[src/rtl/conv2d_point_engine_macros.svh]
// Assertion macros shared by the point engine RTL.
`ifndef CONV2D_POINT_ENGINE_MACROS_SVH
`define CONV2D_POINT_ENGINE_MACROS_SVH

// Check that expr holds in the same cycle as cond.
`define CPE_ASSERT_IMPLY(name, cond, expr, msg) \
	name: assert property (@(posedge clk) disable iff (!arst_n) (cond) |-> (expr)) \
		else $error(msg);

// Check that expr holds in the cycle after cond.
`define CPE_ASSERT_NEXT(name, cond, expr, msg) \
	name: assert property (@(posedge clk) disable iff (!arst_n) (cond) |=> (expr)) \
		else $error(msg);

`endif

[src/rtl/cpe_pkg.sv]
// Types and constants shared by the point engine modules.
package cpe_pkg;

	localparam int CFG_IDX_W  = 3;
	localparam int CFG_DATA_W = 4;
	localparam int DATA_W     = 16;
	localparam int PROD_W     = 32;
	localparam int SUM_W      = 40;
	// signed image coordinate of a tap, covers out_row * stride + kernel
	localparam int POS_W      = 11;
	// unsigned width for the output map bound check
	localparam int CHK_W      = 12;
	// start value of the drain counter that waits after the last tap issue until the accumulator is final
	localparam logic [1:0] DRAIN_CYCLES = 2'd2;

	typedef enum logic [1:0] {
		OP_WRITE_WEIGHT = 2'd0,
		OP_WRITE_PIXEL  = 2'd1,
		OP_COMPUTE      = 2'd2
	} op_t;

	typedef enum logic [CFG_IDX_W-1:0] {
		REG_FILTER_COUNT  = 3'd0,
		REG_KERNEL_HEIGHT = 3'd1,
		REG_KERNEL_WIDTH  = 3'd2,
		REG_CHANNEL_COUNT = 3'd3,
		REG_STEP_SIZE     = 3'd4,
		REG_PAD_WIDTH     = 3'd5
	} reg_idx_t;

	typedef enum logic [2:0] {
		ST_IDLE,
		ST_CHECK,
		ST_RUN,
		ST_DRAIN,
		ST_FINISH
	} state_t;

	typedef struct packed {
		logic idle;
		logic finish;
		logic bad;
		logic tap_use;
	} seq_stat_t;

endpackage

[src/rtl/cpe_seq.sv]
// Tap sequencer: checks a request, then walks channels and kernel taps.
module cpe_seq import cpe_pkg::*; #(
	parameter int MAX_FILTERS  = 8,
	parameter int MAX_CHANNELS = 4,
	parameter int MAX_KERNEL   = 7,
	parameter int IMAGE_ROWS   = 28,
	parameter int IMAGE_COLS   = 28,
	parameter int MAX_PADDING  = 3,
	localparam int NFW    = $clog2(MAX_FILTERS + 1),
	localparam int KB     = $clog2(MAX_KERNEL + 1),
	localparam int CB     = $clog2(MAX_CHANNELS + 1),
	localparam int PB     = (MAX_PADDING > 0) ? $clog2(MAX_PADDING + 1) : 1,
	localparam int WDEPTH = MAX_FILTERS * MAX_KERNEL * MAX_KERNEL * MAX_CHANNELS,
	localparam int PDEPTH = MAX_CHANNELS * IMAGE_ROWS * IMAGE_COLS,
	localparam int WAW    = (WDEPTH > 1) ? $clog2(WDEPTH) : 1,
	localparam int PAW    = (PDEPTH > 1) ? $clog2(PDEPTH) : 1
) (
	input  logic           clk,
	input  logic           arst_n,
	input  logic           start,
	input  logic           out_free,
	input  logic [2:0]     filter_sel,
	input  logic [5:0]     out_row,
	input  logic [5:0]     out_col,
	input  logic [NFW-1:0] nf,
	input  logic [KB-1:0]  kh,
	input  logic [KB-1:0]  kw,
	input  logic [CB-1:0]  nc,
	input  logic [2:0]     step,
	input  logic [PB-1:0]  pad,
	output seq_stat_t      stat,
	output logic [WAW-1:0] waddr_s1,
	output logic [PAW-1:0] paddr_s1
);

	state_t                   state_q;
	state_t                   state_d;
	logic [CB-1:0]            c_q;
	logic [KB-1:0]            r_q;
	logic [KB-1:0]            q_q;
	logic signed [POS_W-1:0]  brow_q;
	logic signed [POS_W-1:0]  bcol_q;
	logic                     bad_q;
	logic [1:0]               drain_q;
	logic                     use_s1;

	logic [CHK_W-1:0]         row_end;
	logic [CHK_W-1:0]         col_end;
	logic [CHK_W-1:0]         row_lim;
	logic [CHK_W-1:0]         col_lim;
	logic                     req_ok;
	logic signed [POS_W-1:0]  brow_d;
	logic signed [POS_W-1:0]  bcol_d;
	logic signed [POS_W-1:0]  ir;
	logic signed [POS_W-1:0]  ic;
	logic                     inb;
	logic                     last_q;
	logic                     last_r;
	logic                     last_c;
	logic [WAW-1:0]           wa_d;
	logic [PAW-1:0]           pa_d;

	// check the request filter and output map: out * stride + kernel <= image + 2 * pad
	always_comb begin
		row_end = CHK_W'(out_row) * CHK_W'(step) + CHK_W'(kh);
		col_end = CHK_W'(out_col) * CHK_W'(step) + CHK_W'(kw);
		row_lim = CHK_W'(IMAGE_ROWS) + CHK_W'({pad, 1'b0});
		col_lim = CHK_W'(IMAGE_COLS) + CHK_W'({pad, 1'b0});
		req_ok  = (int'(filter_sel) < int'(nf)) && (row_end <= row_lim)
			&& (col_end <= col_lim);
		brow_d  = $signed(POS_W'(out_row) * POS_W'(step)) - $signed(POS_W'(pad));
		bcol_d  = $signed(POS_W'(out_col) * POS_W'(step)) - $signed(POS_W'(pad));
	end

	// form the image position and memory addresses of the current tap
	always_comb begin
		ir     = brow_q + $signed(POS_W'(r_q));
		ic     = bcol_q + $signed(POS_W'(q_q));
		inb    = (int'(ir) >= 0) && (int'(ir) < IMAGE_ROWS)
			&& (int'(ic) >= 0) && (int'(ic) < IMAGE_COLS);
		pa_d   = PAW'((int'(c_q) * IMAGE_ROWS + int'(ir)) * IMAGE_COLS + int'(ic));
		wa_d   = WAW'(((int'(filter_sel) * MAX_KERNEL + int'(r_q)) * MAX_KERNEL
			+ int'(q_q)) * MAX_CHANNELS + int'(c_q));
		last_q = (int'(q_q) + 1) == int'(kw);
		last_r = (int'(r_q) + 1) == int'(kh);
		last_c = (int'(c_q) + 1) == int'(nc);
	end

	// next state
	always_comb begin
		state_d = state_q;
		case (state_q)
			ST_IDLE: begin
				if (start) state_d = ST_CHECK;
			end
			ST_CHECK: begin
				state_d = req_ok ? ST_RUN : ST_FINISH;
			end
			ST_RUN: begin
				if (last_q && last_r && last_c) state_d = ST_DRAIN;
			end
			ST_DRAIN: begin
				if (drain_q == '0) state_d = ST_FINISH;
			end
			ST_FINISH: begin
				if (out_free) state_d = ST_IDLE;
			end
			default: begin
				state_d = ST_IDLE;
			end
		endcase
	end

	// status toward the top level
	always_comb begin
		stat.idle    = (state_q == ST_IDLE);
		stat.finish  = (state_q == ST_FINISH);
		stat.bad     = bad_q;
		stat.tap_use = use_s1;
	end

	// hold state, counters and request geometry
	always_ff @(posedge clk or negedge arst_n) begin
		if (!arst_n) begin
			state_q <= ST_IDLE;
			c_q     <= '0;
			r_q     <= '0;
			q_q     <= '0;
			bad_q   <= 1'b0;
			drain_q <= '0;
			use_s1  <= 1'b0;
			brow_q  <= '0;
			bcol_q  <= '0;
		end else begin
			state_q <= state_d;
			use_s1  <= (state_q == ST_RUN) && inb;
			case (state_q)
				ST_CHECK: begin
					bad_q  <= !req_ok;
					brow_q <= brow_d;
					bcol_q <= bcol_d;
					c_q    <= '0;
					r_q    <= '0;
					q_q    <= '0;
				end
				ST_RUN: begin
					// advance column, then row, then channel
					if (last_q) begin
						q_q <= '0;
						if (last_r) begin
							r_q <= '0;
							c_q <= c_q + 1'b1;
						end else begin
							r_q <= r_q + 1'b1;
						end
					end else begin
						q_q <= q_q + 1'b1;
					end
					drain_q <= DRAIN_CYCLES;
				end
				ST_DRAIN: begin
					drain_q <= drain_q - 1'b1;
				end
				default: begin
				end
			endcase
		end
	end

	// register the read addresses of the issued tap
	always_ff @(posedge clk) begin
		waddr_s1 <= wa_d;
		paddr_s1 <= pa_d;
	end

endmodule

[config.mk]
export PLATFORM = sky130hd
export DESIGN_NAME = cpe_seq
export DESIGN_NICKNAME = d
export VERILOG_FILES = /design/src/rtl/conv2d_point_engine_macros.svh /design/src/rtl/cpe_pkg.sv /design/src/rtl/cpe_seq.sv
export SDC_FILE = /design/constraint.sdc
export NUM_CORES = 1
export LEC_CHECK = 0
export BUFFER_PORTS_ARGS = -buffer_cell sky130_fd_sc_hd__buf_4
export CORE_MARGIN = 3
export CORE_UTILIZATION = 45
export DETAILED_ROUTE_END_ITERATION = 10
export PLACE_DENSITY = 0.68
export SYNTH_ARGS = -nofsm -noshare
export SYNTH_HDL_FRONTEND = slang
export SYNTH_SLANG_ARGS = --single-unit
[constraint.sdc]
create_clock -name clk -period 5.99 [get_ports clk]
set_input_delay 0.2995 -clock clk [delete_from_list [all_inputs] [get_ports clk]]
set_output_delay 0.2995 -clock clk [all_outputs]
set_load 0.03 [all_outputs]
==> summary.txt <==
Outcome
  – Status: completed

Global route
  – Initial antenna violation count: 0
  – GRT Overall Usage: approximately 17%
  – Pin count of the biggest net entering global routing: 40
  – Global-route wire length before repair: ~25 mm
  – Vias in the first global route: 5652
  – Gr ovfl total: 0

Synthesis
  – Top cell type's share of synthesized area: 25.1%
  – Asr flop ratio synth: between 60% and 70%
  – Post-synth EDFFs: 0
  – Prevailing post-synth register cell: dfrtp_1
  – Distinct cells, synth: 49
  – Post-Synthesis Cells: 852
  – Mapped Nets: 1090
  – Post-synth design cell area: between 7000 and 8000 um2
  – Yosys warns: 0
  – Leading area contributor after synthesis: ha_1
  – Sequential area share after synthesis: 18.1%
  – Area contributors post-synth: ha_1, fa_1, dfrtp_1
  – Synth Register Bits: 59
  – Syn_area_per_cell: between 8 and 9 um2

Worst setup path
  – CP arrival: approximately 5.3 ns
  – FF-to-FF Start: r_q[0]
  – Startpoint Class: register
  – Max stage delay on crit path: ~0.49 ns
  – Flop-to-flop setup slack: 0.92 ns
  – CP Data Required Time: ~6.2 ns
  – Cells along the critical path: ha_1, fa_1, xor2_1, ha_1, fa_1, a21o_1, a21oi_1, xor2_1, inv_1, ha_1, inv_1, fa_1, inv_1, ha_1, xnor2_1, ha_1, o21ai_0, a21oi_1, o21a_1, nor2_1, xnor2_1
  – Crit path kind: reg -> reg
  – Max stage delay cell, worst path: fa_1
  – WP buf/inv: 3
  – Cells on worst reg2reg path: 21
  – Top delay family on crit path: adder cells
  – Crit path top cell by count: ha_1
  – CP Max Fanout: 5
  – Reg-to-reg endpoint: paddr_s1[11]
  – CP Capture Type: register

Route
  – Antenna Violating Nets Remaining: 0
  – Final WL: 14.7 mm
  – DRC: 0
  – Via-to-Cell Ratio: 4.92
  – Iter 0 DRT Violations: 128
  – Drt pass-1 iters: 4
  – Vias: 5570
  – Routed len/inst: 13.0 um

Worst hold path
  – Start point of the worst hold path: start
  – Worst Hold End: state_q[0]
  – HP Class: in -> reg
  – Cells on Worst Hold Path: 4

STA
  – Clk_skew: 0.00629 ns
  – Fin Setup TNS: 0 ns
  – Final Hold Viols: 0
  – Max Slew Vio Count: 0
  – Final Setup Violations: 0
  – Slew @ Worst Pin: 1.07 ns
  – Slew HR: 28.8%
  – RSZ-0062 raised after global routing: no
  – Min Tclk post-route: 5.07 ns
  – Fmax: roughly 200 MHz
  – Tcrit/Tclk final: a little over four fifths

Final layout
  – Final nets: between 1000 and 1500
  – Share of layout cells above drive strength 1: under 10%
  – P&R area growth vs syn: 13.2%
  – Most frequent cells in the layout: inv_1, ha_1, nand2_1
  – # diodes: 0

CTS
  – Clock-pin slew on the worst setup and hold paths: 0.05 ns
  – Post-CTS Resized: 0
  – Root buffer cell: clkbuf_16
  – Clk_lat worst skew: between 0.3 and 0.4 ns
  – CTS max path bufs: 2
  – TritonCTS clock tree: yes
  – CTS Buf Count: 9
  – Htree depth: 3
  – Clock Sinks: 59
  – Post-CTS Hold Buffers: 1
  – Setup Fix Bufs, Post-CTS: 0

Floorplan
  – IO Pins: 64
  – Die W: ~140 um
  – DIE HEIGHT: 135 um
  – FP Rows: 46
  – Core Region: 16100 um2
  – Die Area: between 15000 and 20000 um2
  – Initial Util: 46.6%

Placed design
  – GP Congestion: 0.827
  – Dpl hpwl: 12.5 mm
  – Port Buffer Count: 63

Flow run
  – Max_cap viols: 0
==> area by class of cell <==
cell class                 instances  area (um2)
clock buffer                      11         233
multi-input combinational        626        5520
sequential                        59        1360
tap                              216         270
fill                            1580        7610
timing repair buffer              64         483
inverter                         151         567
clock inverter                     5        77.6
==> synth_stat cells (2+ instances only) <==
cell and instances:
ha_1 151, inv_1 151, nand2_1 76, xnor2_1 58, fa_1 50, a21oi_1 44
o21ai_0 42, dfrtp_1 36, xor2_1 29, nor2_1 28, a21o_1 23, dfxtp_1 23
and2_1 16, nor2b_1 14, clkbuf_1 12, nand2b_1 12, nand3_1 11, o21bai_1 11
nor3_1 8, a31oi_1 6, nand4_1 5, o21a_1 5, a22o_1 3, and3_1 3
nor3b_1 3, nor4_1 3, a211oi_1 2, and4b_1 2, buf_2 2, buf_4 2
mux2_2 2, o21ai_1 2
==> metal layers <==
layer  global-route usage (%)  up-vias  wire length, um
li1                         -     2907                -
met3                     2.15       12              392
met2                     29.3       64             6920
met4                     3.92        0              149
met1                     22.5     2587             7220
met5                        0        -                0
==> through the flow <==
step                std cells  utilization (%)  cell area, um2  worst slack, ns  hold WS, ns
floorplan                 852                -            7510             1.24      0.00391
global placement         1115             50.8            8190            0.951        0.301
detailed placement       1115             50.8            8190            0.850        0.302
CTS                      1132             52.8            8510            0.886        0.378
global route             1132             52.8            8510            0.550        0.429
finish                   1132             52.8            8510            0.919        0.396
==> worst max-delay path by stage <==
stage	startpoint	endpoint	slack [ns]	cells after the start
final	r_q[0]	paddr_s1[11]	0.92	21
after global routing	r_q[0]	paddr_s1[11]	0.55	21
after CTS	r_q[0]	paddr_s1[11]	0.89	21
after detailed placement	filter_sel[0]	waddr_s1[10]	0.85	20
after global placement	filter_sel[0]	waddr_s1[10]	0.95	21
after floorplan	r_q[0]	paddr_s1[11]	1.24	21
==> state kept, by name, summed over array words and instances, names as in the netlist <==
name      cells
paddr_s1     12
c_q           3
bad_q         1
drain_q       2
q_q           3
r_q           3
bcol_q       10
waddr_s1     11
use_s1        1
brow_q       10
state_q       3
==> cell families after synthesis <==
kind of cell / count (synthesis) / synth area share (%)
AO/OA/AOI/OAI: 148 / 12.3
XOR/XNOR: 87 / 10.1
adder cells (fa/ha/maj): 201 / 38.5
buffers and inverters: 167 / 8.47
flip-flops: 59 / 18.1
multiplexers: 3 / 0.433
AND/OR/NAND/NOR: 187 / 12.0
==> tightest hold or removal path, cell delays in order <==
cell	delay (ns)
buf_4	0.10
nor4b_1	0.13
a21oi_1	0.11
nor2_1	0.04
Power is left out: the tool's default activity adds up to more than one toggle a clock period on the data nets, which glitch-free logic cannot reach.
