--- config.mk ---
export PLATFORM = sky130hd
export DESIGN_NAME = cpe_mac
export DESIGN_NICKNAME = d
export VERILOG_FILES = /design/src/rtl/conv2d_point_engine_macros.svh /design/src/rtl/cpe_pkg.sv /design/src/rtl/cpe_mac.sv
export SDC_FILE = /design/constraint.sdc
export NUM_CORES = 1
export LEC_CHECK = 0
export ABC_AREA = 1
export BUFFER_PORTS_ARGS = -buffer_cell sky130_fd_sc_hd__buf_4
export CORE_ASPECT_RATIO = 0.8
export CORE_MARGIN = 4
export CORE_UTILIZATION = 50
export CTS_CLUSTER_DIAMETER = 30
export CTS_CLUSTER_SIZE = 25
export DETAILED_ROUTE_END_ITERATION = 10
export GPL_TIMING_DRIVEN = 0
export PLACE_DENSITY = 0.73
export SETUP_SLACK_MARGIN = 0.3
export SYNTH_ARGS = -nofsm -noshare
export SYNTH_HDL_FRONTEND = slang
export SYNTH_SLANG_ARGS = --single-unit
--- constraint.sdc ---
create_clock -name clk -period 1.89 [get_ports clk]
set_clock_uncertainty 0.1 [all_clocks]
set_input_delay 0.378 -clock clk [delete_from_list [all_inputs] [get_ports clk]]
set_output_delay 0.378 -clock clk [all_outputs]
set_load 0.01 [all_outputs]
--- src/rtl/conv2d_point_engine_macros.svh ---
// Assertion macros shared by the point engine RTL.
`ifndef CONV2D_POINT_ENGINE_MACROS_SVH
`define CONV2D_POINT_ENGINE_MACROS_SVH

// Check that expr holds in the same cycle as cond.
`define CPE_ASSERT_IMPLY(name, cond, expr, msg) \
	name: assert property (@(posedge clk) disable iff (!arst_n) (cond) |-> (expr)) \
		else $error(msg);

// Check that expr holds in the cycle after cond.
`define CPE_ASSERT_NEXT(name, cond, expr, msg) \
	name: assert property (@(posedge clk) disable iff (!arst_n) (cond) |=> (expr)) \
		else $error(msg);

`endif

--- src/rtl/cpe_pkg.sv ---
// Types and constants shared by the point engine modules.
package cpe_pkg;

	localparam int CFG_IDX_W  = 3;
	localparam int CFG_DATA_W = 4;
	localparam int DATA_W     = 16;
	localparam int PROD_W     = 32;
	localparam int SUM_W      = 40;
	// signed image coordinate of a tap, covers out_row * stride + kernel
	localparam int POS_W      = 11;
	// unsigned width for the output map bound check
	localparam int CHK_W      = 12;
	// start value of the drain counter that waits after the last tap issue until the accumulator is final
	localparam logic [1:0] DRAIN_CYCLES = 2'd2;

	typedef enum logic [1:0] {
		OP_WRITE_WEIGHT = 2'd0,
		OP_WRITE_PIXEL  = 2'd1,
		OP_COMPUTE      = 2'd2
	} op_t;

	typedef enum logic [CFG_IDX_W-1:0] {
		REG_FILTER_COUNT  = 3'd0,
		REG_KERNEL_HEIGHT = 3'd1,
		REG_KERNEL_WIDTH  = 3'd2,
		REG_CHANNEL_COUNT = 3'd3,
		REG_STEP_SIZE     = 3'd4,
		REG_PAD_WIDTH     = 3'd5
	} reg_idx_t;

	typedef enum logic [2:0] {
		ST_IDLE,
		ST_CHECK,
		ST_RUN,
		ST_DRAIN,
		ST_FINISH
	} state_t;

	typedef struct packed {
		logic idle;
		logic finish;
		logic bad;
		logic tap_use;
	} seq_stat_t;

endpackage

--- src/rtl/cpe_mac.sv ---
// Shared multiply-accumulate unit: one product and one 40-bit add per cycle.
module cpe_mac import cpe_pkg::*; (
	input  logic                    clk,
	input  logic                    arst_n,
	input  logic                    clear,
	input  logic                    use_s1,
	input  logic signed [DATA_W-1:0] weight,
	input  logic signed [DATA_W-1:0] pixel,
	output logic signed [SUM_W-1:0]  acc
);

	logic                      use_s2;
	logic                      use_s3;
	logic signed [PROD_W-1:0]  prod_s3;
	logic signed [SUM_W-1:0]   acc_q;

	// track which memory reads belong to taps inside the image and sum their products
	always_ff @(posedge clk or negedge arst_n) begin
		if (!arst_n) begin
			use_s2 <= 1'b0;
			use_s3 <= 1'b0;
			acc_q  <= '0;
		end else begin
			use_s2 <= use_s1;
			use_s3 <= use_s2;
			if (clear) begin
				acc_q <= '0;
			end else if (use_s3) begin
				acc_q <= acc_q + SUM_W'(prod_s3);
			end
		end
	end

	// register the exact Q3.28 product
	always_ff @(posedge clk) begin
		prod_s3 <= weight * pixel;
	end

	assign acc = acc_q;

endmodule

==> results of run 1 <==
cell usage in the layout (no fill, tap or decap), types with 21 or more instances in the layout:
cell type | netlist | final
ha_1 | 121 | 41
ha_4 | 0 | 78
nand3_1 | 73 | 30
nand2_1 | 702 | 522
inv_1 | 586 | 519
buf_4 | 0 | 157
nor2_2 | 10 | 24
nor2_4 | 1 | 56
fa_1 | 263 | 236
inv_2 | 0 | 57
dfrtp_2 | 0 | 36
fa_2 | 0 | 27
a21oi_4 | 0 | 25
buf_6 | 0 | 67
nand4_1 | 21 | 21
nand3_2 | 6 | 32
nor2_1 | 114 | 45
nand2_2 | 9 | 96
a21oi_2 | 2 | 27
clkbuf_16 | 0 | 40
dfxtp_1 | 32 | 30
nand2_4 | 0 | 84
metal layers:
| metal | vias up | global-route usage (%) |
|---|---|---|
| met1 | 7741 | 46.8 |
| met4 | 0 | 4.63 |
| li1 | 7038 | - |
| met3 | 176 | 8.37 |
| met2 | 814 | 45.0 |
| met5 | - | 0 |
sequential cells by signal (all words and copies together), names as in the netlist:
register / cells
acc: 40
prod_s3: 32
use_s2: 1
use_s3: 1
worst max-delay path, delay by kind of cell:
kind                       cells  cell delay, ns
AOI/OAI and AO/OA              1            0.26
xor gates and xnor gates       1            0.24
adders and majority gates      7            3.52
buffers and inverters          6            0.57
and+or+nand+nor                4            0.47
final timing paths:
kind / startpoint / endpoint / slack [ns] / depth (start not counted)
max in group asynchronous: arst_n / acc[28] / 0.74 / 2
min reg2reg: use_s2 / use_s3 / 0.25 / 0
min in group asynchronous: arst_n / acc[3] / 0.46 / 2
min: use_s1 / use_s2 / 0.02 / 1
max reg2reg: acc[0] / acc[24] / -0.41 / 10
max: weight[15] / prod_s3[24] / -3.38 / 19
cell type report:
type                       count  area (um^2)
clock buffer                   9          225
timing repair buffer         236         2220
inverter                     587         2230
clock inverter                 7          124
multi-input combinational   1511        15300
sequential                    74         1740
tap                          420          526
fill                        2206         7830
buffer                        66         1130
kinds of logic (layout without fill, tap and decap cells):
family | after synthesis | in the layout | share of synthesized area, %
xor+xnor | 29 | 29 | 1.60
flops | 74 | 74 | 10.6
fa+ha+maj | 384 | 384 | 42.7
buf+inv | 653 | 905 | 15.5
simple gates | 965 | 965 | 24.9
compound gates | 133 | 133 | 4.77
repair_timing:
item | 4_1_cts | 5_1_grt
hold endpoints to repair | 42 | 0
buffers inserted | 107 | 71
endpoints found under the setup margin | 70 | 69
hold buffers | 1 | 0
resized for setup | 384 | 304
cloned | 1 | 8
pin swaps | 174 | 177
through the flow:
stage / setup TNS, ns / cells / cell area, um^2 / hold WS (ns) / setup WS, ns
floorplan: -77.67 / 2238 / 17900 / -0.0176 / -3.26
global placement: -102.51 / 2706 / 18800 / 0.232 / -4.22
detailed placement: -104.42 / 2706 / 18800 / 0.238 / -4.31
CTS: -82.06 / 2831 / 21800 / 0.0206 / -3.30
global route: -94.04 / 2910 / 23500 / 0.0140 / -3.52
finish: -88.62 / 2910 / 23500 / 0.0187 / -3.38
==> impl_metrics.json, run 1 <==
{
  "syn_nets": 2658,
  "hpwl_mm": 42.0,
  "vias_per_cell": 5.42,
  "fin_crit_sh_pct": 279,
  "crit_path_start_kind": "primary input",
  "clock.fmax_mhz": 190,
  "cts_tree": "done",
  "port_buffers": 48,
  "yosysWarningCount": 0,
  "tightest_slew_ns": 0.881,
  "ys_top_cells_by_area": "fa_1, nand2_1, inv_1",
  "syn_area_um2": 15900,
  "failed_checks": "design-rule violations, negative setup slack",
  "io-pin-count": 76,
  "die_h_um": 167,
  "final_nets": 2905,
  "m1WireLength_mm": 25.3,
  "netlist_top_cells_count": "nand2_1, inv_1, fa_1",
  "hp-class": "primary input to register",
  "arrival_ns": 5.45,
  "core_area_um2": 31400,
  "cts-root-buf": "clkbuf_16",
  "finish.utilization_pct": 75.0,
  "layout-drive-gt1-share_pct": 38.4,
  "htreeDepth": 3,
  "wl_met2_mm": 24.7,
  "grt_overflow": 0,
  "wl_per_cell_um": 20.1,
  "setup_ws_ns": -3.38,
  "grt_usage_pct": 30.7,
  "synth-edff-count": 0,
  "cts_made_buffers": 9,
  "synthToLayoutAreaGrowth_pct": 48.1,
  "antenna_found_initial": 0,
  "clk_latency_ns": 0.37,
  "max_stage_delay_ns": 0.65,
  "clk_pin_slew_worst_paths_ns": 0.06,
  "crit_path_end_kind": "register",
  "top_layer": "met4",
  "finalHoldViolations": 0,
  "row_count": 58,
  "rsz0062_at_grt": "true",
  "via_count": 15800,
  "drtIter0Drc": 1444,
  "drc_errors": 1,
  "grt_start_max_net_pins": 43,
  "fin_crit_ns": 5.27,
  "maxCapViolCount": 0,
  "clock_path_buffers": 2,
  "fp.dieArea_um2": 34700,
  "setup_viol": 65,
  "async_flop_share_pct": 56.8,
  "cp.required_ns": 2.07,
  "synth_cells": 2238,
  "die_w_um": 207,
  "grt_pass1_vias": 15200,
  "slew_headroom_pct": 41.3,
  "crit_path_max_fanout": 7,
  "synth_area_per_cell_um2": 7.10,
  "status": "finished with violations",
  "ys.flop_type": "dfrtp_1",
  "synth.most_common_cell": "nand2_1",
  "dr.pass1.iters": 11,
  "grt_pass1_wl_mm": 83.5,
  "yosysSeqAreaShare_pct": 10.6,
  "routabilityCongestion": 1.01,
  "met3_length_mm": 6.79,
  "num_antenna_cells": 0,
  "initial_core_util_pct": 50.7,
  "ant_nets": 0,
  "synth_top_area_share_pct": 33.1,
  "routed_wl_mm": 58.5,
  "worstSetupPathType": "primary input to register",
  "yosysTopAreaCell": "fa_1",
  "cp_cell_sequence": "buf_12, clkbuf_16, nand2_4, inv_2, fa_2, fa_2, buf_6, fa_2, fa_1, fa_1, inv_1, fa_1, inv_2, ha_4, nand2_8, nor3_4, nand3_1, o211ai_2, xor2_1",
  "critPathSlowestCell": "fa_2",
  "maxSlewViolCount": 0,
  "numClockSinks": 74,
  "synth-seq-cells": 74,
  "yosysUniqueCellTypes": 42
}
Power of run 1 is not shown: default switching activity piles up to over one toggle a cycle in this logic, so the estimate is an artifact.
==> inputs of run 2 (changes only) <==
==> constraint.sdc (replaced) <==
create_clock -name clk -period 4.8 [get_ports clk]
set_clock_uncertainty 0.1 [all_clocks]
set_input_delay 1.2 -clock clk [delete_from_list [all_inputs] [get_ports clk]]
set_output_delay 1.2 -clock clk [all_outputs]
set_load 0.01 [all_outputs]
==> impl_metrics.json, run 2 (same netlist as run 1, synthesis figures left out) <==
{
  "status": "finished with violations",
  "failed_checks": "negative setup slack",
  "grt_pass1_vias": 14800,
  "numClockSinks": 74,
  "fin_crit_sh_pct": 128,
  "synthToLayoutAreaGrowth_pct": 25.3,
  "slew_headroom_pct": 47.6,
  "maxSlewViolCount": 0,
  "routed_wl_mm": 51.1,
  "clock_path_buffers": 2,
  "cts_made_buffers": 9,
  "die_w_um": 207,
  "maxCapViolCount": 0,
  "grt_overflow": 0,
  "hp-class": "register to register",
  "worstSetupPathType": "primary input to register",
  "cts_tree": "done",
  "ant_nets": 0,
  "fin_crit_ns": 6.15,
  "clock.fmax_mhz": 163,
  "regToRegStartpoint": "acc[0]",
  "cts-root-buf": "clkbuf_16",
  "startpoint": "weight[15]",
  "layout_commonest_cell": "nand2_1",
  "grt_pass1_wl_mm": 80.8,
  "arrival_ns": 6.29,
  "cp_common_cell": "fa_1",
  "crit_path_end_kind": "register",
  "setup_viol": 24,
  "drtIter0Drc": 1261,
  "crit_path_start_kind": "primary input",
  "design_area_um2": 19900,
  "io-pin-count": 76,
  "clk_latency_ns": 0.36,
  "row_count": 58,
  "tightest_slew_ns": 0.786,
  "core_area_um2": 31400,
  "critPathSlowestCell": "fa_2",
  "layout-drive-gt1-share_pct": 19.7,
  "post-place-ws_ns": -2.06,
  "cp_cell_sequence": "buf_12, clkbuf_16, nand2_4, inv_2, fa_2, buf_4, buf_6, buf_6, fa_1, fa_1, fa_1, fa_1, inv_1, fa_1, inv_2, ha_4, nand2_4, nor2_2, inv_2, nor3_4, nand4_1, nand4_1, nand2_1",
  "port_buffers": 48,
  "largest_reg_flops": 40,
  "grt_start_max_net_pins": 43,
  "dpl-instance-area_um2": 17800,
  "rsz0062_at_grt": "true",
  "grt_usage_pct": 29.9,
  "htreeDepth": 3,
  "num_antenna_cells": 0,
  "finalSetupTns_ns": -24.77,
  "min_from": "use_s2",
  "vias_per_cell": 5.20,
  "die_h_um": 167,
  "crit_path_max_fanout": 6,
  "ctsHoldBuffers": 0,
  "final_nets": 2794,
  "fp.dieArea_um2": 34700,
  "cp.required_ns": 4.94,
  "routabilityCongestion": 0.996,
  "antenna_found_initial": 0,
  "hpwl_mm": 41.7,
  "wl_per_cell_um": 18.3,
  "clk_pin_slew_worst_paths_ns": 0.06,
  "max_stage_delay_ns": 0.63,
  "via_count": 14600,
  "drc_errors": 0,
  "dr.pass1.iters": 6,
  "finalHoldViolations": 0,
  "initial_core_util_pct": 50.7,
  "setup_ws_ns": -1.35,
  "final_cell_mix": "nand2_1, inv_1, fa_1"
}
==> run 2: final timing paths <==
path | depth (start not counted) | endpoint | slack [ns]
setup reg to reg | 12 | acc[26] | 2.01
max in group asynchronous | 1 | acc[21] | 3.42
min in group asynchronous | 1 | acc[3] | 0.76
hold / removal | 0 | use_s3 | 0.25
setup / recovery | 23 | prod_s3[25] | -1.35
hold reg to reg | 0 | use_s3 | 0.25
==> run 2: cell type report <==
cell class	instances	area (um^2)
Buffer	66	1060
Clock buffer	9	225
Clock inverter	7	58.8
Fill cell	2808	11400
Inverter	587	2210
Multi-Input combinational cell	1511	13100
Sequential cell	74	1690
Tap cell	420	526
Timing Repair Buffer	125	1040
==> run 2: metal layers <==
layer / up-vias / part of all wire [%] / track usage [%]
li1: 6795 / - / -
met1: 7127 / 47 / 45.8
met2: 576 / 42 / 43.3
met3: 52 / 11 / 8.52
met4: 0 / 1.1 / 3.99
met5: - / 0 / 0
==> run 2: metrics by stage <==
step / hold WS [ns] / instances / util (%)
finish: 0.247 / 2799 / 63.5
global route: 0.258 / 2799 / 63.5
global placement: 0.233 / 2706 / 56.7
floorplan: 0.231 / 2238 / -
detailed placement: 0.236 / 2706 / 56.7
CTS: 0.251 / 2777 / 61.9
==> run 2: critical path, delay by kind of cell <==
kind | cells | cell delay [ns]
fa+ha+maj | 7 | 3.32
simple gates | 7 | 0.95
buf+inv | 9 | 0.81
==> run 2: repair_timing <==
| action | 4_1_cts | 5_1_grt |
|---|---|---|
| cloned | 1 | 0 |
| setup buffers | 54 | 22 |
| setup endpoints to repair | 25 | 26 |
| resized for setup | 192 | 93 |
| pin swaps | 87 | 72 |
Power of run 2 is left out for the same reason.
