### src/rtl/conv2d_point_engine_macros.svh
// Assertion macros shared by the point engine RTL.
`ifndef CONV2D_POINT_ENGINE_MACROS_SVH
`define CONV2D_POINT_ENGINE_MACROS_SVH

// Check that expr holds in the same cycle as cond.
`define CPE_ASSERT_IMPLY(name, cond, expr, msg) \
	name: assert property (@(posedge clk) disable iff (!arst_n) (cond) |-> (expr)) \
		else $error(msg);

// Check that expr holds in the cycle after cond.
`define CPE_ASSERT_NEXT(name, cond, expr, msg) \
	name: assert property (@(posedge clk) disable iff (!arst_n) (cond) |=> (expr)) \
		else $error(msg);

`endif

### src/rtl/cpe_ram.sv
// Generic simple dual-port RAM with registered read data.
module cpe_ram #(
	parameter int WIDTH = 16,
	parameter int DEPTH = 64,
	localparam int AW = (DEPTH > 1) ? $clog2(DEPTH) : 1
) (
	input  logic             clk,
	input  logic             we,
	input  logic [AW-1:0]    waddr,
	input  logic [WIDTH-1:0] wdata,
	input  logic [AW-1:0]    raddr,
	output logic [WIDTH-1:0] rdata
);

	logic [WIDTH-1:0] mem_q [DEPTH];

	// write one word, read one word, both at the clock edge
	always_ff @(posedge clk) begin
		if (we) begin
			mem_q[waddr] <= wdata;
		end
		rdata <= mem_q[raddr];
	end

endmodule

### config.mk
export PLATFORM = sky130hd
export DESIGN_NAME = cpe_ram
export DESIGN_NICKNAME = d
export VERILOG_FILES = /design/src/rtl/conv2d_point_engine_macros.svh /design/src/rtl/cpe_ram.sv
export SDC_FILE = /design/constraint.sdc
export NUM_CORES = 1
export LEC_CHECK = 0
export BUFFER_PORTS_ARGS = -buffer_cell sky130_fd_sc_hd__buf_2
export CAP_MARGIN = 0
export CORE_ASPECT_RATIO = 1.1
export CORE_MARGIN = 3
export CORE_UTILIZATION = 38
export CTS_CLUSTER_DIAMETER = 30
export DETAILED_ROUTE_END_ITERATION = 8
export GPL_TIMING_DRIVEN = 0
export HOLD_SLACK_MARGIN = 0.02
export PLACE_DENSITY = 0.64
export SYNTH_ARGS = -nofsm -noshare
export SYNTH_HDL_FRONTEND = slang
export SYNTH_SLANG_ARGS = --single-unit
### constraint.sdc
create_clock -name clk -period 5.95 [get_ports clk]
set_input_delay 1.19 -clock clk [delete_from_list [all_inputs] [get_ports clk]]
set_output_delay 1.19 -clock clk [all_outputs]
set_load 0.1 [all_outputs]
==> summary.txt, run 1 <==
Outcome
  – Status: complete, no violations

Placement
  – Cells after DPL: roughly 3300
  – Final GP Congestion: just over 0.9
  – Dpl hpwl: roughly 65000 um
  – Buffers on Ports: 38

Yosys
  – Post-synthesis sequential area ratio: 0.7759
  – Commonest cells post-synth: 1024 x edfxtp_1, 220 x mux4_2, 85 x mux2i_1
  – Post-synthesis net count: around 1900
  – Avg Cell Area, Syn: around 22 um^2
  – Count leader, synth: edfxtp_1
  – Ys async rst share: 0
  – Top FF cell, synth: edfxtp_1
  – Synthesized area: approximately 40000 um^2
  – Cell taking the most area after synthesis: edfxtp_1
  – Warning count from the yosys run: 0
  – Post-synth EDFFs: between 1000 and 1500
  – Post-Synthesis Cells: approximately 1800
  – Top cells by area, synth: edfxtp_1 77%, mux4_2 12%, mux2i_1 2.1%
  – Synthesized flop and latch total: 1040
  – Yosys cell types: 43
  – Yosys top cell area share: 0.7679

Route
  – Via count: roughly 20000
  – DR WL/cell: between 20 and 30 um
  – Routed Antenna Nets: 0
  – Via density per instance: 5.546
  – Drt initial violations: between 2000 and 2500
  – Pre-Repair DR Iteration Count: 5
  – DRT Wirelength: roughly 100000 um
  – # DRC: 0

Clocking
  – Hold_buf cts: 0
  – Root buffer cell: clkbuf_16
  – Skew-Pair Late Insertion Delay: about 750 ps
  – Clock sinks: between 1000 and 1500
  – CTS resizes: 0
  – Htree depth: 4
  – CTS buffer count: about 180
  – TritonCTS clock tree: done
  – Post-CTS Setup Bufs: 0
  – Longest Clk Path Bufs: 3
  – Clock transition at the registers of the reported paths: 50 ps

Critical path
  – CP arrival: ~4000 ps
  – Worst setup SP type: input port
  – Critical path capture point type: flop
  – Setup CP Type: input port to flop
  – R2r endpoint: rdata[1]
  – Reg-to-reg slack, setup: roughly 3400 ps
  – Reg-to-Reg Start: mem_q[23][1]
  – Crit Path Max Fanout: 10
  – Worst reg-to-reg path cell count: 5
  – Required @ worst endpoint: ~6500 ps

Timing
  – Setup TNS: 0 ps
  – Unrepaired setup endpoints after global routing: false
  – Final setup viols: 0
  – FMAX: between 200 and 300 MHz
  – Slew Limit Fails: 0
  – Max-slew headroom: 0.06250
  – Final Hold Viols: 0
  – Hold_ws: about 890 ps
  – Max Clock Skew: around 31 ps
  – Worst-Margin Slew: approximately 1400 ps
  – Fin crit period: between 3000 and 4000 ps
  – Tcrit/Tclk final: 0.5769

Floorplanning
  – Die ar.: 109300 um^2
  – Core footprint: about 100000 um^2
  – Row count: between 100 and 150
  – Top Ports: between 40 and 50
  – DIE WIDTH: 315.5 um
  – Die Y: approximately 350 um
  – Initial Util: 0.3841

GRT
  – Gr usage total: 0.1885
  – Initial antenna violation count: 10
  – First-pass GRT wire length: 147600 um
  – Vias in the first global route: between 20000 and 25000
  – Gr ovfl total: 0
  – Pin count of the biggest net entering global routing: 65

Cells and area
  – Layout cell share with drive strength beyond 1: 0.3339
  – Layout Area Growth over Synthesis: 22.38%
  – # nets final: around 2100
  – Final Non-Filler Cells: approximately 3600

Power and ir drop
  – Leak: approximately 0.016 uW
  – Maximum VDD drop: around 240 uV
  – Cell Pwr Density: between 400 and 500 nW/um^2

Min path
  – Hold path startpoint: mem_q[37][4]
  – Hold WC Path Type: flop to flop
  – Worst hold stages: 3
  – Worst Hold Path EP: rdata[4]

Run
  – Number of max-cap violations: 0
==> final cells by class <==
class                           count  area, um^2
Clock inverter                    129        1792
Antenna cell                        6       15.01
Multi-Input combinational cell    685        8397
Buffer                            104       733.2
Sequential cell                  1040       31070
Timing Repair Buffer               72       734.5
Fill cell                        8454       55260
Clock buffer                      198        4529
Tap cell                         1386        1734
==> flip-flops by register name, indices dropped and copies added, names as in the netlist <==
signal / cells
rdata: 16
mem_q: 1024
==> report_power, final <==
part | leakage (uW) | total [uW] | internal [uW] | switching, uW
Combinational | 0.00341 | 928 | 283 | 645
Sequential | 0.00935 | 8150 | 8130 | 14.9
Clock | 0.00304 | 10600 | 7080 | 3550
==> through the flow <==
stage	setup slack [ps]	utilization	instance area [um^2]	power (uW)
6_report	2518	0.4700	49000	19710
3_5_place_dp	1544	0.4086	42600	9209
3_3_place_gp	1514	0.4025	41970	9179
4_1_cts	2303	0.4692	48920	19820
5_1_grt	2539	0.4699	48990	20240
2_1_floorplan	2725	-	40040	8810
==> layout by cell type, fill, tap and decap left out, types with 18 or more instances in the layout <==
cell,count
buf_8,24
clkinv_2,23
nand3_1,24
buf_4,18
buf_2,71
mux4_2,220
nand2_1,59
nor2b_1,30
clkinv_1,27
mux2i_1,85
bufinv_16,36
clkbuf_16,178
edfxtp_1,1024
a22oi_1,39
mux2_2,27
nor2_2,61
buf_6,22
clkbuf_1,44
==> worst max path at each step <==
| stage | cells after the start | from | to | slack, ps |
|---|---|---|---|---|
| CTS | 3 | waddr[2] | mem_q[47][2] | 2300 |
| finish | 8 | raddr[2] | rdata[3] | 2520 |
| global placement | 3 | waddr[4] | mem_q[48][3] | 1510 |
| floorplan | 4 | waddr[3] | mem_q[48][0] | 2730 |
| global route | 8 | raddr[2] | rdata[3] | 2540 |
| detailed placement | 3 | waddr[2] | mem_q[47][9] | 1540 |
==> routing by layer <==
metal / track usage / part of all wire / vias up
li1: - / - / 8284
met1: 0.2401 / 0.38 / 10620
met2: 0.3081 / 0.49 / 962
met3: 0.05189 / 0.094 / 208
met4: 0.07202 / 0.036 / 8
met5: 0 / 0.00054 / -
==> worst max-delay path, stage by stage <==
cell and delay [ps]:
buf_2 230, buf_2 390, buf_2 430, buf_2 350
mux2i_1 350, nand3_1 160, a31oi_1 710, a311oi_1 160
==> logic make-up (layout without fill, tap and decap cells) <==
family,count (synthesis),count (layout),share of synthesized area
DFF,1040,1040,0.7759
muxes,336,336,0.1552
and+or+nand+nor,220,220,0.02647
AOI/OAI and AO/OA,129,129,0.02409
buffers and inverters,104,503,0.01831
other,0,6,0
Power figures use the tool's default switching activity.
==> run 2: changes to the inputs <==
--- a/config.mk
+++ b/config.mk
@@ -14,7 +14,7 @@
 export DETAILED_ROUTE_END_ITERATION = 8
 export GPL_TIMING_DRIVEN = 0
 export HOLD_SLACK_MARGIN = 0.02
-export PLACE_DENSITY = 0.64
+export PLACE_DENSITY = 0.65
 export SYNTH_ARGS = -nofsm -noshare
 export SYNTH_HDL_FRONTEND = slang
 export SYNTH_SLANG_ARGS = --single-unit
==> constraint.sdc (replaced) <==
create_clock -name clk -period 3.08 [get_ports clk]
set_input_delay 0.616 -clock clk [delete_from_list [all_inputs] [get_ports clk]]
set_output_delay 0.616 -clock clk [all_outputs]
set_load 0.1 [all_outputs]
==> run 2 against run 1 <==
Sequential share of layout area increased by 0.30 points; first-iteration DRC count increased by 7.3%; routed wire length decreased by 0.91%; core utilization shrank 0.22 points; cell area down 0.48%; worst setup slack got worse by 2400 ps; critical path depth fell by 5; die area unchanged; sequential power is 93% higher; cell count decreased by 0.22%; clock-buffer cell count rose by 5; largest cell class unchanged.
==> summary.txt, run 2 (same netlist as run 1, synthesis figures left out) <==
Route
  – DRT Wirelength: ~100000 um
  – Pre-Repair DR Iteration Count: 6
  – Routed Antenna Nets: 0
  – Drt initial violations: between 2000 and 2500
  – Via density per instance: 5.557
  – # DRC: 0
  – Via count: about 20000
  – DR WL/cell: between 20 and 30 um

Power and ir drop
  – Flop pwr share: 0.414
  – Leak: 0.01574 uW
  – Maximum VDD drop: roughly 490 uV
  – Psw: 8244 uW
  – Cell Pwr Density: between 700 and 800 nW/um^2
  – Int Power: 29760 uW
  – Clock power frac: 0.539
  – Share of total power in combinational logic: 0.047
  – Switching Fraction: 0.2169

Clocking
  – Clock transition at the registers of the reported paths: 50 ps
  – Clock sinks: 1040
  – Skew-Pair Late Insertion Delay: about 760 ps
  – TritonCTS clock tree: done
  – Htree depth: 4
  – CTS buffer count: between 150 and 200
  – Root buffer cell: clkbuf_16
  – Longest Clk Path Bufs: 3
  – Hold_buf cts: 0

Critical path
  – Worst setup SP type: input port
  – Reg-to-reg slack, setup: 540 ps
  – Crit Path Max Fanout: 16
  – Required @ worst endpoint: ~3400 ps
  – Critical path capture point type: flop
  – Setup CP Type: input port to flop
  – CP arrival: 3350 ps
  – R2r endpoint: rdata[9]
  – Reg-to-Reg Start: mem_q[22][9]
  – Worst reg-to-reg path cell count: 5

Placement
  – Buffers on Ports: 38
  – Cells after DPL: ~3300
  – Final GP Congestion: 0.9380
  – Dpl hpwl: approximately 64000 um
  – Area after DPL: about 42000 um^2

Timing
  – Final Hold Viols: 0
  – FMAX: approximately 330 MHz
  – Slew Limit Fails: 0
  – Max-slew headroom: 0.05278
  – Worst-Margin Slew: around 1400 ps
  – Max Clock Skew: 45.03 ps
  – Final setup viols: 0
  – Unrepaired setup endpoints after global routing: false
  – Setup TNS: 0 ps
  – Fin crit period: 2995 ps
  – Hold_ws: 357.3 ps
  – Tcrit/Tclk final: 0.9724

Cells and area
  – Top Registers: mem_q x1024, rdata x16
  – Largest Register: mem_q
  – Max FFs per register: between 1000 and 1500
  – Fin area: approximately 49000 um^2
  – # nets final: ~2100
  – Final Non-Filler Cells: 3612
  – Layout Area Growth over Synthesis: 21.80%
  – Most common cell after layout, fill and taps aside: edfxtp_1
  – Most frequent cells in the layout: 1024 x edfxtp_1, 220 x mux4_2, 182 x clkbuf_16
  – Layout cell share with drive strength beyond 1: 0.3344

Floorplanning
  – Core footprint: 104300 um^2
  – Initial Util: 0.3841
  – Top Ports: 46
  – DIE WIDTH: 315.5 um
  – Row count: 124
  – Die ar.: between 100000 and 150000 um^2
  – Die Y: between 300 and 400 um

Min path
  – Worst hold stages: 1
  – Worst Hold Path EP: mem_q[62][1]
  – Hold path startpoint: wdata[1]
  – Hold WC Path Type: input port to flop

GRT
  – Gr ovfl total: 0
  – First-pass GRT wire length: around 150000 um
  – Gr usage total: 0.1856
  – Pin count of the biggest net entering global routing: 65
  – Vias in the first global route: between 20000 and 25000
  – Initial antenna violation count: 7

Outcome
  – Status: complete, no violations

Run
  – Number of max-cap violations: 0
==> run 2: cell count changes in the layout (fill, tap and decap cells not counted), moves of 2 or more <==
| cell | change |
|---|---|
| clkinv_4 | +6 |
| clkbuf_16 | +4 |
| clkinvlp_4 | -7 |
| inv_6 | +6 |
| buf_8 | -6 |
| inv_16 | -2 |
| buf_16 | -4 |
| diode_2 | -2 |
| buf_4 | +2 |
| clkinv_1 | -5 |
| bufinv_16 | -5 |
| clkinv_2 | +7 |
==> run 2: routing by layer <==
metal,vias to the layer above,wire length (um),global-route usage
met3,214,9145,0.04704
met2,981,48920,0.2934
met1,10610,39250,0.2451
li1,8258,-,-
met5,-,40,0
met4,6,3957,0.07875
==> run 2: worst max path at each step <==
stage,from,end,slack (ps),cells after the start
2_1_floorplan,waddr[3],mem_q[48][0],430,4
3_3_place_gp,waddr[5],mem_q[48][3],-1090,3
3_5_place_dp,waddr[1],mem_q[47][11],-950,3
4_1_cts,waddr[2],mem_q[6][12],80,3
5_1_grt,waddr[1],mem_q[47][1],100,3
6_report,waddr[2],mem_q[39][4],90,3
==> run 2: power groups by stage <==
| stage | logic, uW | registers [uW] | clock network [uW] |
|---|---|---|---|
| 2_1_floorplan | 811 | 16200 | 0 |
| 3_3_place_gp | 1730 | 16000 | 0 |
| 3_5_place_dp | 1780 | 16000 | 0 |
| 4_1_cts | 1790 | 15700 | 20600 |
| 5_1_grt | 1870 | 15700 | 21400 |
| 6_report | 1790 | 15700 | 20500 |
==> run 2: area by class of cell <==
cell class | instances | area [um^2]
Fill cell | 8445 | 55490
Sequential cell | 1040 | 31070
Multi-Input combinational cell | 685 | 8397
Clock buffer | 203 | 4643
Tap cell | 1386 | 1734
Clock inverter | 129 | 1670
Buffer | 104 | 733.2
Timing Repair Buffer | 61 | 513.0
Antenna cell | 4 | 10.01
==> run 2: through the flow <==
| step | util | total power (uW) | setup WS [ps] |
|---|---|---|---|
| 2_1_floorplan | - | 17020 | 429.2 |
| 4_1_cts | 0.4673 | 38170 | 77.51 |
| 5_1_grt | 0.4677 | 38970 | 97.29 |
| 6_report | 0.4678 | 38010 | 85.11 |
| 3_3_place_gp | 0.4025 | 17730 | -1089 |
| 3_5_place_dp | 0.4067 | 17790 | -945.8 |
==> run 2: what timing repair did <==
action / 4_1_cts / 5_1_grt
hold endpoints to repair: 0 / 0
setup buffers: 0 / 0
setup endpoints to repair: 32 / 0
gates resized for setup: 2 / 0
==> run 2: critical path, cell delays in order <==
cell and delay (ps):
clkbuf_1 490, nand4_1 1040, nor2_2 1190
